==> config.mk <==
export PLATFORM = sky130hd
export DESIGN_NAME = sactc_front
export DESIGN_NICKNAME = d
export VERILOG_FILES = /design/src/hdl/sactc_pkg.sv /design/src/hdl/sactc_front.sv
export SDC_FILE = /design/constraint.sdc
export NUM_CORES = 1
export LEC_CHECK = 0
export BUFFER_PORTS_ARGS = -buffer_cell sky130_fd_sc_hd__buf_2
export CAP_MARGIN = 20
export CORE_MARGIN = 5
export CORE_UTILIZATION = 50
export DETAILED_ROUTE_END_ITERATION = 8
export PLACE_DENSITY_LB_ADDON = 0.3
export SLEW_MARGIN = 15
export SYNTH_ARGS = -nofsm -noshare
export SYNTH_HDL_FRONTEND = slang
export SYNTH_SLANG_ARGS = --single-unit
==> constraint.sdc <==
create_clock -name i_clk -period 5 [get_ports i_clk]
set_input_delay 1 -clock i_clk [delete_from_list [all_inputs] [get_ports i_clk]]
set_output_delay 1 -clock i_clk [all_outputs]
set_load 0.05 [all_outputs]
==> src/hdl/sactc_pkg.sv <==
// ----------------------------------------------------------------------------
// sactc_pkg
// Shared types, constants and helpers of the cache tag controller.
// ----------------------------------------------------------------------------
package sactc_pkg;

    localparam int LINES      = 256;
    localparam int LANES      = 8;
    localparam int ROWS       = LINES / LANES;
    localparam int LINE_W     = $clog2(LINES);
    localparam int LANE_W     = $clog2(LANES);
    localparam int ROW_W      = $clog2(ROWS);
    localparam int ADDR_W     = 32;
    localparam int TAG_W      = 32;
    localparam int AGE_W      = 3;
    localparam int RAM_W      = TAG_W + AGE_W;
    localparam int MW_W       = 9;
    localparam int CFG_IDX_W  = 3;
    localparam int CFG_DATA_W = 16;
    localparam logic [15:0] LFSR_MASK = 16'hB400;

    localparam logic [CFG_IDX_W-1:0] CFG_WRITE_POLICY   = 3'd0;
    localparam logic [CFG_IDX_W-1:0] CFG_REPLACE_POLICY = 3'd1;
    localparam logic [CFG_IDX_W-1:0] CFG_OFFSET_BITS    = 3'd2;
    localparam logic [CFG_IDX_W-1:0] CFG_LINES_LOG2     = 3'd3;
    localparam logic [CFG_IDX_W-1:0] CFG_WAYS_LOG2      = 3'd4;
    localparam logic [CFG_IDX_W-1:0] CFG_RANDOM_SEED    = 3'd5;

    typedef enum logic [1:0] {
        CMD_READ  = 2'd0,
        CMD_WRITE = 2'd1,
        CMD_FLUSH = 2'd2,
        CMD_NONE  = 2'd3
    } t_cmd;

    typedef enum logic [1:0] {
        B_IDLE,
        B_LOOK,
        B_FLUSH
    } t_bstate;

    typedef struct packed {
        logic       write_policy;
        logic       replace_policy;
        logic [3:0] offset_bits;
        logic [3:0] line_count_log2;
        logic [1:0] ways_log2;
    } t_cfg;

    typedef struct packed {
        t_cmd              cmd;
        logic [LINE_W-1:0] base;
        logic [TAG_W-1:0]  tag;
    } t_item;

    typedef struct packed {
        logic                  hit;
        logic                  allocated;
        logic [LINE_W-1:0]     line_index;
        logic                  mem_reads;
        logic [MW_W-1:0]       mem_writes;
    } t_result;

    typedef struct packed {
        logic        load;
        logic [15:0] seed;
    } t_seed;

    function automatic logic [3:0] lines_log2_eff(input t_cfg c);
        return (c.line_count_log2 > 4'(LINE_W)) ? 4'(LINE_W) : c.line_count_log2;
    endfunction

    function automatic logic [1:0] ways_log2_eff(input t_cfg c);
        logic [3:0] l;
        l = lines_log2_eff(c);
        return ({2'b00, c.ways_log2} > l) ? l[1:0] : c.ways_log2;
    endfunction

endpackage

==> src/hdl/sactc_front.sv <==
// ----------------------------------------------------------------------------
// sactc_front
// Splits each address into set base and tag and queues the decoded word.
// ----------------------------------------------------------------------------
module sactc_front (
    input  logic                           i_clk,
    input  logic                           i_rst_n,
    input  sactc_pkg::t_cfg                i_cfg,
    input  logic                           i_valid,
    output logic                           o_ready,
    input  logic [1:0]                     i_cmd,
    input  logic [sactc_pkg::ADDR_W-1:0]   i_addr,
    output logic                           o_qvalid,
    output sactc_pkg::t_item               o_item,
    input  logic                           i_pop
);
    import sactc_pkg::*;

    t_item       r_q [2];
    logic        r_wp, r_rp;
    logic [1:0]  r_cnt;
    logic [1:0]  n_cnt;
    logic        push;
    t_item       dec;
    logic [ADDR_W-1:0] blk;
    logic [3:0]  set_bits;
    logic [1:0]  wl;
    logic [LINE_W-1:0] set_idx;

    always_comb begin
        wl       = ways_log2_eff(i_cfg);
        set_bits = lines_log2_eff(i_cfg) - {2'b00, wl};
        blk      = i_addr >> i_cfg.offset_bits;
        set_idx  = blk[LINE_W-1:0] & ~(8'hFF << set_bits);
        dec.cmd  = t_cmd'(i_cmd);
        dec.base = set_idx << wl;
        dec.tag  = TAG_W'(blk >> set_bits);
    end

    assign o_ready  = (r_cnt != 2'd2);
    assign push     = i_valid && o_ready;
    assign o_qvalid = (r_cnt != 2'd0);
    assign o_item   = r_q[r_rp];

    always_comb begin
        n_cnt = r_cnt + {1'b0, push} - {1'b0, i_pop};
    end

    always_ff @(posedge i_clk) begin
        if (push) begin
            r_q[r_wp] <= dec;
        end
        if (!i_rst_n) begin
            r_wp  <= 1'b0;
            r_rp  <= 1'b0;
            r_cnt <= 2'd0;
        end else begin
            r_wp  <= r_wp ^ push;
            r_rp  <= r_rp ^ i_pop;
            r_cnt <= n_cnt;
        end
    end
endmodule

==> impl_metrics.yaml, run 1 <==
sta:
  slew_violations: 0
  finClkSkew_ps: 3.80
  setup_viol: 0
  relSlewSlack: 0.314
  clock.fmax_mhz: 208
  post-route-worst-setup-slack_ps: 199
  tightest_slew_ps: 1030
  min_period_ps: 4800
  finalHoldViolCount: 0
  period_share: 0.960
  rsz0062_at_grt: "true"
  hold_ws_ps: 601
  setup_tns_ps: 0
floorplanning:
  die_width_um: 130
  fp.dieH_um: 130
  start_util: 0.515
  ios: 94
  row_count: 43
  die_area_um2: 16900
  core_um2: 14000
routing:
  drtIter0Drc: 553
  finalWirelength_mm: 18.6
  drc: 0
  wire_per_inst_um: 19.7
  ant_nets: 0
  vias: 6123
  via_per_inst: 6.49
  drtPass1Iterations: 5
finish:
  finish.instance_area_um2: 8190
  n_antenna_cell: 0
  fin_cells: 943
  drive_above_1_share: 0.317
  post-route-util: 0.585
  syn2layout_area_growth_pct: 13.6
  fin_nets: 816
setup_path:
  crit_path_start: "i_cfg[5]"
  crit_end: "r_q[0][13]"
  crit_path_end_kind: "flip-flop"
  arrival_ps: 4890
  regToRegSetupSlack_ps: 3080
  r2r_end: "r_q[0][40]"
  crit_required_ps: 5090
  cp_max_fo: 17
  critPathLaunchType: "input pin"
  critPathKind: "in2reg"
  r2r_start: "r_cnt[0]"
  reg2reg_depth: 4
yosys:
  synth_ff_type: "edfxtp_1"
  seq_area_frac_synth: 0.364
  yosysTopAreaCell: "edfxtp_1"
  yosysUniqueCellTypes: 68
  synth_area_per_cell_um2: 10.5
  syn_nets: 743
  synth.cell_area_um2: 7200
  yosysMostFrequentCell: "edfxtp_1"
  synth_commonest_cells: "84 x edfxtp_1, 62 x mux2i_1, 60 x mux2_2"
  synth_area_leaders: "edfxtp_1 35%, mux2_2 9.4%, mux2i_1 8.6%"
  synth_seq_cells: 89
  synth_cells: 685
  yosysTopAreaCellShare: 0.350
  ys_warn_count: 0
  synthArstFlopShare: 0
  synth_edf_count: 84
place:
  io_buffer_count: 91
  dpl.hpwl_mm: 13.7
  dpl.cell_count: 927
  dp_slack_ps: -134
  gp_congestion: 0.990
  place_area_um2: 7860
clock_tree:
  cts_buffer_depth: 2
  clk-insertion-delay-late_ps: 330
  h-tree-depth: 3
  clk_transition_reported_paths_ps: 60
  cts_tree: "done"
  postCtsHoldBufs: 0
  numCtsBuffers: 9
  clock_tree.root_cell: "clkbuf_16"
  numClockSinks: 89
global_routing:
  grt_use_total: 0.218
  overflow: 0
  antenna_found_initial: 0
  grt_start_max_net_pins: 43
  grt_pass1_vias: 5898
  grt_first_pass_wirelength_mm: 29.9
power_and_ir_drop:
  finalPower_mw: 3.30
  cellPowerDensity_nw_per_um2: 404
  p_leak_nw: 3.12
  peakVddDrop_v: 0.000243
flow_run:
  cap_violations: 0
hold_path:
  hold_path_class: "reg2reg"
  min_from: "r_wp"
outcome:
  status: "finished, final reports clean"
-- repair_timing --
action	CTS	global route
buffers inserted	0	0
gates resized for setup	0	1
setup endpoints to repair	0	8
-- worst min path at each step --
stage / to / slack, ps / cells past startpoint
3_5_place_dp: flip-flop / 570 / 2
3_3_place_gp: flip-flop / 560 / 2
4_1_cts: r_wp / 600 / 3
5_1_grt: r_rp / 640 / 2
2_1_floorplan: r_wp / 530 / 3
6_report: r_wp / 600 / 3
-- cell families (layout without fill, tap and decap cells) --
kind of cell / count (synthesis) / count (layout) / share of synthesized area
fa+ha+maj: 8 / 8 / 0.0139
compound gates: 152 / 152 / 0.153
mux: 154 / 154 / 0.283
flops: 89 / 89 / 0.364
xor+xnor: 5 / 5 / 0.00608
buf+inv: 73 / 151 / 0.0443
simple gates: 204 / 204 / 0.136
-- critical path: stages --
cell      delay, ps
buf_2           140
nand2b_1        200
ha_1            300
nor2b_1         140
o211ai_1        260
nand2_1          90
o21a_1          130
inv_2           110
ha_1            230
inv_1            60
ha_1            220
nor3b_1         210
a221o_1         220
a21o_1          240
buf_4           260
buf_4           220
nand2_1         110
o22ai_1         240
nor3_1           90
a211oi_1        410
-- power by group --
group | internal [mW] | switching (mW)
combinational | 0.506 | 1.00
sequential | 1.04 | 0.0484
clock | 0.439 | 0.269
-- state kept, by name, indices dropped and copies added, names as in the netlist, named ones only --
name / cells
r_rp: 1
r_cnt: 2
r_q: 84
r_wp: 1
-- cell usage in the layout, fill, tap and decap left out, types with 6 or more instances in the layout --
| cell type | instances |
|---|---|
| mux2_2 | 60 |
| nand2b_1 | 6 |
| buf_2 | 91 |
| o21ai_0 | 27 |
| nor2b_1 | 11 |
| nand3_1 | 19 |
| a21oi_1 | 15 |
| buf_4 | 27 |
| nor2_1 | 47 |
| inv_1 | 12 |
| o211ai_1 | 7 |
| mux4_2 | 26 |
| nor4_1 | 8 |
| edfxtp_1 | 84 |
| clkbuf_16 | 9 |
| ha_1 | 6 |
| mux2i_1 | 62 |
| nand2_1 | 58 |
| nor3_1 | 26 |
| a211oi_1 | 14 |
| and2_1 | 7 |
| a22oi_1 | 12 |
| o22ai_1 | 19 |
-- routing by layer --
metal	GRT usage	up-vias	routed length, um
li1	-	2828	-
met1	0.315	2949	8140
met2	0.340	319	8630
met3	0.0274	27	1340
met4	0.0795	0	466
met5	0	-	0
-- final cells by class --
cell class	count	area [um^2]
well taps	180	225
multi-input cells	523	4280
flip-flops and latches	89	2620
inverters	16	60.1
clock inverters	6	91.3
fillers	1178	5800
repair buffers	119	678
clock buffers	10	229
Note: power is estimated with default switching activity, not from simulation.
==> inputs of run 2 (changes only) <==
--- a/config.mk
+++ b/config.mk
@@ -7,8 +7,10 @@
 export LEC_CHECK = 0
 export BUFFER_PORTS_ARGS = -buffer_cell sky130_fd_sc_hd__buf_2
 export CAP_MARGIN = 20
+export CELL_PAD_IN_SITES_DETAIL_PLACEMENT = 1
+export CELL_PAD_IN_SITES_GLOBAL_PLACEMENT = 1
 export CORE_MARGIN = 5
-export CORE_UTILIZATION = 50
+export CORE_UTILIZATION = 42
 export DETAILED_ROUTE_END_ITERATION = 8
 export PLACE_DENSITY_LB_ADDON = 0.3
 export SLEW_MARGIN = 15
==> impl_metrics.yaml, run 2 (same netlist as run 1, synthesis figures left out) <==
floorplanning:
  ios: 94
  die_area_um2: 19900
  core_um2: 16700
  die_width_um: 141
  start_util: 0.431
  row_count: 47
  fp.dieH_um: 141
clock_tree:
  postCtsSetupRepairBufs: 0
  numCtsBuffers: 9
  cts_tree: "done"
  clock_tree.root_cell: "clkbuf_16"
  numClockSinks: 89
  h-tree-depth: 3
  clk_transition_reported_paths_ps: 60
  cts_buffer_depth: 2
  clk-insertion-delay-late_ps: 330
power_and_ir_drop:
  p_leak_nw: 3.19
  finalPower_mw: 3.41
  cellPowerDensity_nw_per_um2: 409
  peakVddDrop_v: 0.000357
finish:
  largest_reg_flops: 84
  fin_cells: 993
  fin_nets: 826
  post-route-util: 0.500
  syn2layout_area_growth_pct: 15.9
  reg_top3: "r_q: 84 flops, r_cnt: 2 flops"
  drive_above_1_share: 0.329
  layout_common_cells: "91 x buf_2, 84 x edfxtp_1, 61 x mux2i_1"
  fillerInstances: 1834
  n_antenna_cell: 0
  regMostFlops: "r_q"
  layout_commonest_cell: "buf_2"
sta:
  rsz0062_at_grt: "false"
  setup_viol: 0
  slew_violations: 0
  finalHoldViolCount: 0
  min_period_ps: 4730
  period_share: 0.946
  finClkSkew_ps: 8.45
  tightest_slew_ps: 1040
  relSlewSlack: 0.306
  clock.fmax_mhz: 211
outcome:
  status: "finished, final reports clean"
routing:
  finalWirelength_mm: 21.7
  routed-wl-met3_um: 999
  ant_nets: 0
  via_per_inst: 6.21
  drtIter0Drc: 432
  drc: 0
  dr_wl_met2_mm: 10.3
  met1Wirelength_mm: 9.91
  wire_per_inst_um: 21.9
  top_layer: "met4"
  drtPass1Iterations: 5
  vias: 6167
global_routing:
  grt_use_total: 0.216
  overflow: 0
  grt_first_pass_wirelength_mm: 34.7
  antenna_found_initial: 0
  grt_start_max_net_pins: 43
  grt_pass1_vias: 6427
setup_path:
  cp_max_fo: 7
  critPathKind: "in2reg"
  crit_required_ps: 5040
  arrival_ps: 4770
  critPathLaunchType: "input pin"
  crit_path_end_kind: "flip-flop"
place:
  gp_congestion: 0.919
  io_buffer_count: 91
  dpl.hpwl_mm: 16.7
  dpl.cell_count: 977
flow_run:
  cap_violations: 0
hold_path:
  hold_path_class: "reg2reg"
[run 2: repair_timing]
action / 4_1_cts / 5_1_grt
gates resized for setup: 0 / 7
setup endpoints to repair: 0 / 34
hold buffers: 0 / 0
[run 2: cell type report]
| class | count | area (um^2) | share of cell area |
|---|---|---|---|
| Inverter | 16 | 60.1 | 0.00719 |
| Multi-Input combinational cell | 523 | 4300 | 0.515 |
| Sequential cell | 89 | 2620 | 0.314 |
| Clock inverter | 6 | 106 | 0.0127 |
| Tap cell | 220 | 275 | 0.0330 |
| Timing Repair Buffer | 129 | 757 | 0.0907 |
| Clock buffer | 10 | 229 | 0.0274 |
[run 2: per-layer routing]
layer / vias to the layer above / track usage
li1: 2860 / -
met1: 3082 / 0.298
met2: 194 / 0.354
met3: 31 / 0.0251
met4: 0 / 0.0724
met5: - / 0
[run 2: path summary, 6_finish.rpt]
path / to / start / depth (start not counted) / slack [ps]
max reg2reg: r_q[0][4] / r_cnt[0] / 4 / 3050
min reg2reg: flip-flop / r_rp / 2 / 590
max: r_q[0][2] / i_cfg[5] / 18 / 270
min: flip-flop / r_rp / 2 / 590
[run 2: power by group]
part / leakage, nW / internal, mW / total, mW / switching [mW]
logic: 2.19 / 0.528 / 1.58 / 1.05
clock network: 0.160 / 0.485 / 0.742 / 0.257
registers: 0.839 / 1.04 / 1.09 / 0.0516
total: 3.19 / 2.05 / 3.41 / 1.36
[run 2: stage by stage]
| stage | area (um^2) | setup WS [ps] | TNS, ps | hold WS, ps |
|---|---|---|---|---|
| after floorplan | 7210 | 38.0 | 0 | 534 |
| after global placement | 7980 | 58.3 | 0 | 559 |
| after detailed placement | 7980 | -187 | -3430 | 581 |
| after CTS | 8320 | 156 | 0 | 591 |
| after global routing | 8350 | 26.5 | 0 | 609 |
| final | 8350 | 271 | 0 | 590 |
[run 2: worst max-delay path, stage by stage]
cell	delay, ps
buf_2	140
nand2b_1	200
ha_1	310
nor2b_1	140
o211ai_1	270
nand2_1	110
o21a_1	140
inv_2	120
ha_2	230
inv_1	50
ha_1	220
nor2b_1	140
a221o_1	320
a21oi_4	190
nor3_1	70
or4b_4	600
a2111oi_4	370
a21oi_1	150
==> inputs of run 3 (changes only) <==
--- a/config.mk
+++ b/config.mk
@@ -10,7 +10,7 @@
 export CELL_PAD_IN_SITES_DETAIL_PLACEMENT = 1
 export CELL_PAD_IN_SITES_GLOBAL_PLACEMENT = 1
 export CORE_MARGIN = 5
-export CORE_UTILIZATION = 42
+export CORE_UTILIZATION = 40
 export DETAILED_ROUTE_END_ITERATION = 8
 export PLACE_DENSITY_LB_ADDON = 0.3
 export SLEW_MARGIN = 15
==> impl_metrics.yaml, run 3 (same netlist as run 1, synthesis figures left out) <==
finish:
  layout_common_cells: "91 x buf_2, 84 x edfxtp_1, 62 x mux2i_1"
  fin_nets: 823
  largest_reg_flops: 84
  syn2layout_area_growth_pct: 14.6
  regMostFlops: "r_q"
  reg_top3: "r_q: 84 flops, r_cnt: 2 flops"
  n_antenna_cell: 0
  drive_above_1_share: 0.322
  layout_commonest_cell: "buf_2"
routing:
  vias: 6106
  ant_nets: 0
  via_per_inst: 6.11
  drtIter0Drc: 430
  wire_per_inst_um: 21.6
  drc: 0
  finalWirelength_mm: 21.6
  drtPass1Iterations: 5
sta:
  setup_tns_ps: 0
  finClkSkew_ps: 7.00
  finalHoldViolCount: 0
  rsz0062_at_grt: "false"
  hold_ws_ps: 595
  clock.fmax_mhz: 213
  post-route-worst-setup-slack_ps: 308
  min_period_ps: 4690
  setup_viol: 0
  slew_violations: 0
  tightest_slew_ps: 1060
  period_share: 0.938
  relSlewSlack: 0.291
setup_path:
  cp_max_fo: 9
  crit_required_ps: 5040
  critPathLaunchType: "input pin"
  critPathKind: "in2reg"
  crit_path_end_kind: "flip-flop"
  arrival_ps: 4740
clock_tree:
  h-tree-depth: 3
  numCtsBuffers: 9
  postCtsSetupRepairBufs: 0
  clk_transition_reported_paths_ps: 60
  ctsResizeCount: 0
  numClockSinks: 89
  clk-insertion-delay-late_ps: 340
  postCtsHoldBufs: 0
  cts_buffer_depth: 2
  cts_tree: "done"
  clock_tree.root_cell: "clkbuf_16"
place:
  gp_congestion: 0.907
  dp_slack_ps: -19.7
  dpl.hpwl_mm: 16.3
  io_buffer_count: 91
hold_path:
  hold_path_class: "reg2reg"
global_routing:
  grt_pass1_vias: 6257
  grt_first_pass_wirelength_mm: 34.3
  antenna_found_initial: 0
  overflow: 0
  grt_use_total: 0.208
  grt_start_max_net_pins: 43
floorplanning:
  start_util: 0.404
  row_count: 49
  die_area_um2: 20800
  core_um2: 17800
  die_width_um: 144
  fp.dieH_um: 144
  ios: 94
power_and_ir_drop:
  cellPowerDensity_nw_per_um2: 396
  finalPower_mw: 3.27
  peakVddDrop_v: 0.000337
  p_leak_nw: 3.15
outcome:
  status: "finished, final reports clean"
flow_run:
  cap_violations: 0
[run 3: cell count changes in the layout (fill, tap and decap cells not counted), sizes merged]
cell and delta:
buf -3, clkinv +2, bufinv -3, inv +2, clkbuf -1
[run 3: final cells by class]
cell class	count	area, um^2
Inverter	16	60.1
Clock inverter	7	55.1
Sequential cell	89	2620
Timing Repair Buffer	126	731
Multi-Input combinational cell	523	4270
Clock buffer	9	225
Tap cell	229	287
Fill cell	1990	9590
[run 3: critical path, stage by stage]
cell	delay (ps)
buf_2	140
nand2b_1	200
ha_1	300
nor2b_1	130
o211ai_1	280
nand2_1	90
o21a_1	130
inv_2	60
ha_1	220
inv_1	60
ha_1	220
nor2b_1	140
a221o_1	290
a21oi_2	180
buf_4	200
mux2i_1	250
mux2i_1	180
a211oi_1	460
mux2i_1	210
[run 3: routing by layer]
layer | GRT usage | share of wire
met5 | 0 | 0
met4 | 0.0525 | 0.017
met3 | 0.0294 | 0.050
met2 | 0.339 | 0.46
met1 | 0.293 | 0.47
[run 3: power by group]
| group | total (mW) | internal, mW | switching, mW |
|---|---|---|---|
| Sequential | 1.09 | 1.04 | 0.0510 |
| Clock | 0.623 | 0.341 | 0.282 |
| Combinational | 1.56 | 0.516 | 1.04 |
| Total | 3.27 | 1.90 | 1.38 |
[run 3: stage by stage]
stage / std cells / utilization / area, um^2
final: 999 / 0.463 / 8250
after global routing: 999 / 0.463 / 8250
after CTS: 999 / 0.463 / 8250
after detailed placement: 983 / 0.447 / 7970
after global placement: 983 / 0.447 / 7970
after floorplan: 685 / - / 7210
[run 3: worst paths after layout]
| kind | start | end | slack (ps) | cells after the start |
|---|---|---|---|---|
| setup / recovery | i_cfg[5] | r_q[1][9] | 310 | 19 |
| hold / removal | r_rp | flip-flop | 590 | 2 |
| setup reg to reg | r_cnt[0] | r_q[1][26] | 3050 | 4 |
| hold reg to reg | r_rp | flip-flop | 590 | 2 |
